<file path="src/rtl/core/embcm_ram.sv">
// Generic single-port-write, single-port-read RAM with a registered read.
module embcm_ram #(
    parameter int WIDTH = 16,
    parameter int DEPTH = 128,
    localparam int AW = (DEPTH > 1) ? $clog2(DEPTH) : 1
) (
    input  logic             clk,
    input  logic             wr_en,
    input  logic [AW-1:0]    wr_addr,
    input  logic [WIDTH-1:0] wr_data,
    input  logic [AW-1:0]    rd_addr,
    output logic [WIDTH-1:0] rd_data
);

    logic [WIDTH-1:0] mem [DEPTH];

    always_ff @(posedge clk)
    begin
        if (wr_en)
        begin
            mem[wr_addr] <= wr_data;
        end
        rd_data <= mem[rd_addr];
    end

endmodule

</file>
<file path="config.mk">
export PLATFORM = sky130hd
export DESIGN_NAME = embcm_ram
export DESIGN_NICKNAME = d
export VERILOG_FILES = /design/src/rtl/core/embcm_ram.sv
export SDC_FILE = /design/constraint.sdc
export NUM_CORES = 2
export LEC_CHECK = 0
export BUFFER_PORTS_ARGS = -buffer_cell sky130_fd_sc_hd__buf_4
export CORE_MARGIN = 2
export CORE_UTILIZATION = 46
export CTS_CLUSTER_SIZE = 10
export DETAILED_ROUTE_END_ITERATION = 10
export GPL_ROUTABILITY_DRIVEN = 0
export PLACE_DENSITY = 0.66
export RECOVER_POWER = 25
export SYNTH_ARGS = -nofsm -noshare
export SYNTH_HDL_FRONTEND = slang
export SYNTH_SLANG_ARGS = --single-unit
export TNS_END_PERCENT = 5
</file>
<file path="constraint.sdc">
create_clock -name clk -period 5.7 [get_ports clk]
set_input_delay 0 -clock clk [delete_from_list [all_inputs] [get_ports clk]]
set_output_delay 0 -clock clk [all_outputs]
set_load 0.01 [all_outputs]
</file>
== Yosys cells after proc, flatten, opt, wreduce, memory -nomap -nowiden ==
Memories as Yosys holds them, arrays and structs flattened. A register that Yosys moved wholly into a read port is not among the register bits.
Index checks and enable logic that the tools add are counted.
Cells by class
  equality and inequality tests: 0
  add/sub/neg operators: 0
  multipliers: 0
  order comparisons: 0
  bitwise gates (word level): 0
  multiplexer cells: 2
  reduce and logical (&&, ||, !) cells: 0
  shift-type cells: 0
  div/mod/pow operators: 0
Operators with widths (number)
  1-bit two-way mux: 2
Word-level totals
  memories: 1
  output and inout bits: 16
  logic and storage cells: 3
  register bits after elaboration: 0
  bits in writable memories: 2048
  ROM bits: 0
  bits in latches: 0
Memories
  mem: words 128, width 16, read ports 1, clocked after memory_dff 1, wr ports 1, RTL line 15  | logic [WIDTH-1:0] mem [DEPTH];

== Depth between registers and ports, before layout ==
  depth in word-level cells: 2
  gate-level depth with buffers: 7

== Worst setup path after synthesis ==
No wires, ideal clock.
  kind: input -> register
  from: input port rd_addr[0]
  to: register rd_data[0], read port of mem
  setup time: 0.121 ns
  path buffers: 2
  slack: 3.205 ns
  required time: 5.579 ns
  stages: 6
  data arrival time: 2.374 ns
  path through: buf_2 buf_1 mux4_2 mux4_2 mux4_2 mux2_2
RTL lines
  start, declared: RTL line 11  | input logic [AW-1:0] rd_addr,
  end, declared: RTL line 12  | output logic [WIDTH-1:0] rd_data

== Worst setup path after layout ==
  from: input port wr_data[8]
  to: memory mem[36][8], data pin
RTL lines
  start, declared: RTL line 10  | input logic [WIDTH-1:0] wr_data,
  end, declared: RTL line 15
Straight into the memory's write port.

==> qor.csv <==
stage,metric,value,unit
yosys,xor and xnor area share after synthesis,0,
global_routing,largest net degree at the start of global routing,103,
yosys,most common cell in the synthesized netlist,edfxtp_1,
yosys,#FFs+latches synth,2064,
routing,Final ANT Viol Nets,0,
job,max cap viols,21,
global_routing,first-pass GRT wire length,269900,µm
clocking,CTS tree,done,
yosys,post-synthesis mux area share,0.1950,
timing,final setup violation count,0,
place,hpwl dp,106500,µm
yosys,Post-Synthesis Cells,3086,
power_and_ir_drop,Clk pwr share,0.411,
clocking,cts repair resizes,0,
timing,RSZ-0062 raised after global routing,no,
yosys,adder-cell share of the synthesized area,0,
clocking,clk slew on worst S/H paths,60,ps
clocking,clk_lat worst skew,880,ps
setup_path,CP Class,input pin to flip-flop,
yosys,Synth Flop Type,edfxtp_1,
layout,layout cells sized above 1,0.3495,
yosys,combinational family with the most area after synthesis,multiplexers,
yosys,sequential area share after synthesis,0.7873,
yosys,Post-Synth Simple-Gate Area,0.008875,
setup_path,WP data required,6070,ps
floorplan,Total Die Area,174000,µm²
floorplan,Starting Density,0.4633,
floorplan,Rows,151,
global_routing,vias in the first global route,35684,
global_routing,total track usage,0.2197,
yosys,Synth Area in Compound Gates,0,
power_and_ir_drop,Logic pwr share,0.050,
yosys,Netlist cell types,17,
setup_path,CP peak stage delay,1730,ps
setup_path,CP Max Fanout,80,
setup_path,slowest cell on the critical path,clkbuf_1,
clocking,CTS HTree Levels,4,
floorplan,Top Ports,48,
place,port bufs,47,
timing,worst setup margin,2176,ps
routing,WL/cell,32.93,µm
min_path,Worst Hold Class,input pin to flip-flop,
routing,via count,35362,
yosys,post-synth top area share,0.7832,
floorplan,Die Wd,417.2,µm
yosys,"Cell Area, Synth",78520,µm²
place,Setup Slack @ Placement,2074,ps
timing,Clock Skew,63.32,ps
clocking,# clock sinks,2064,
setup_path,CP Buf/Inv Count,3,
yosys,"top cells by count, synth","edfxtp_1 (2048), mux4_2 (672), nor2_1 (122), clkbuf_1 (82), buf_2 (52)",
power_and_ir_drop,Leak,27.37,nW
timing,Max Slew Vio Count,1404,
routing,first drt pass iteration count,5,
setup_path,CP Launch Type,input pin,
timing,Worst-Margin Slew,3408,ps
timing,Max Fclk,283.8,MHz
routing,Detailed Route WL,189000,µm
global_routing,antenna violations before repair,20,
power_and_ir_drop,power density cells,350.1,nW/µm²
layout,Final nets,3444,
floorplan,DIE HEIGHT,417.2,µm
timing,Max-slew headroom,-1.272,
global_routing,gr ovfl total,0,
power_and_ir_drop,Worst IR Drop VDD,307.8,µV
yosys,number of flops mapped to enable cells by yosys,2048,
timing,fin crit period,3524,ps
clocking,CTS Hold Buffers Added,33,
setup_path,nature of the critical path endpoint,flip-flop,
yosys,"FFs w/ async S/R, synth",0,
floorplan,Core Area,169500,µm²
yosys,Yosys warnings,0,
setup_path,CP arrival,3900,ps
yosys,syn nets,3118,
timing,endpoints failing hold,0,
layout,P&R area growth vs syn,13.77,%
yosys,synth top area cells,"edfxtp_1 (78%), mux4_2 (19%), nor2_1 (0.58%), dfxtp_1 (0.41%), clkbuf_1 (0.39%)",
clocking,Root Buffer,clkbuf_16,
routing,DRC,0,
routing,Via density,6.162,
clocking,postcts setup bufs,0,
timing,final period utilization,0.6182,
power_and_ir_drop,Internal,24.68,mW
timing,setup TNS,0,ps
power_and_ir_drop,P_sw,6.602,mW
yosys,syn_area_per_cell,25.44,µm²
yosys,Synth area leader,edfxtp_1,
clocking,CTS max path bufs,3,
power_and_ir_drop,switching share of power,0.2111,
routing,initial DRC count,4707,
layout,FILL cells,12514,
run_status,status,"finished, violations left",
setup_path,crit-path leading delay family,buffers and inverters,
run_status,failing checks,"max-capacitance violations, max-slew violations",
setup_path,crit-path cells,dlygate4sd3_1 -> clkbuf_1 -> clkbuf_2,
power_and_ir_drop,Reg power frac,0.539,
clocking,CTS Buf Count,226,
==> final timing paths <==
kind	from	to	slack, ps	cells past startpoint
min	rd_addr[5]	rd_data[2]	250	3
max	wr_data[8]	mem[36][8]	2180	3
min reg2reg	mem[89][8]	rd_data[8]	1130	4
max reg2reg	mem[23][11]	rd_data[11]	2700	5
==> metrics by stage <==
stage          hold WS (ps)  cells  total power, mW  instance area (µm²)  utilization
2_1_floorplan         98.87   3086            17.93                78520            -
5_1_grt               221.4   5733            32.13                89320       0.5271
3_5_place_dp          435.9   5369            18.70                82740       0.4882
4_1_cts               58.18   5732            31.48                89400       0.5275
6_report              251.2   5739            31.28                89340       0.5271
3_3_place_gp          429.7   5369            18.68                82740       0.4882
==> final cells by class <==
type                            instances  area, µm²  share of cell area
Sequential cell                      2064      61820              0.6920
Timing Repair Buffer                  262       2158             0.02416
Antenna cell                            7      17.52           0.0001961
Tap cell                             2218       2775             0.03106
Clock buffer                          311       5974             0.06688
Multi-Input combinational cell        858      16240              0.1818
Clock inverter                         19      351.6            0.003936
==> power by group through the flow <==
stage                     combinational, mW  sequential [mW]  clock, mW
after global placement                 1.52             17.2          0
after floorplan                       0.820             17.1          0
final                                  1.55             16.9       12.9
after detailed placement               1.55             17.2          0
after global routing                   1.62             16.9       13.7
after CTS                              1.57             16.8       13.1
==> flip-flops by register name (all words and copies together) (netlist names) <==
| name | count |
|---|---|
| rd_data | 16 |
| mem | 2048 |
==> worst register-to-register path, stage by stage (launching register included) <==
cell and delay [ps]:
edfxtp_1 370, mux4_2 490, mux4_2 590, mux4_2 600, mux2_2 300, dlygate4sd3_1 560
==> per-layer routing <==
metal / up-vias / share of wire / GRT usage
met3: 278 / 0.078 / 0.03657
met4: 2 / 0.033 / 0.07351
li1: 14051 / - / -
met2: 1632 / 0.49 / 0.3526
met1: 19399 / 0.40 / 0.3099
met5: - / 0.000079 / 0
==> cells in the final DEF (no fill, tap or decap), drive strengths merged, types with 3 or more instances in the layout <==
cell type,synthesis,layout
mux4,672,672
nand3,12,12
nor2,122,122
mux2,16,16
buf,82,205
dfxtp,16,16
nor2b,7,7
diode,0,7
nand2,14,14
inv,0,6
dlygate4sd3,0,33
clkinv,0,11
nor3,9,9
nand4,3,3
edfxtp,2048,2048
clkbuf,82,335
==> kinds of logic after synthesis <==
group,after synthesis
buf+inv,164
flops,2064
mux,688
simple gates,170
Note: power is estimated with default switching activity, not from simulation.
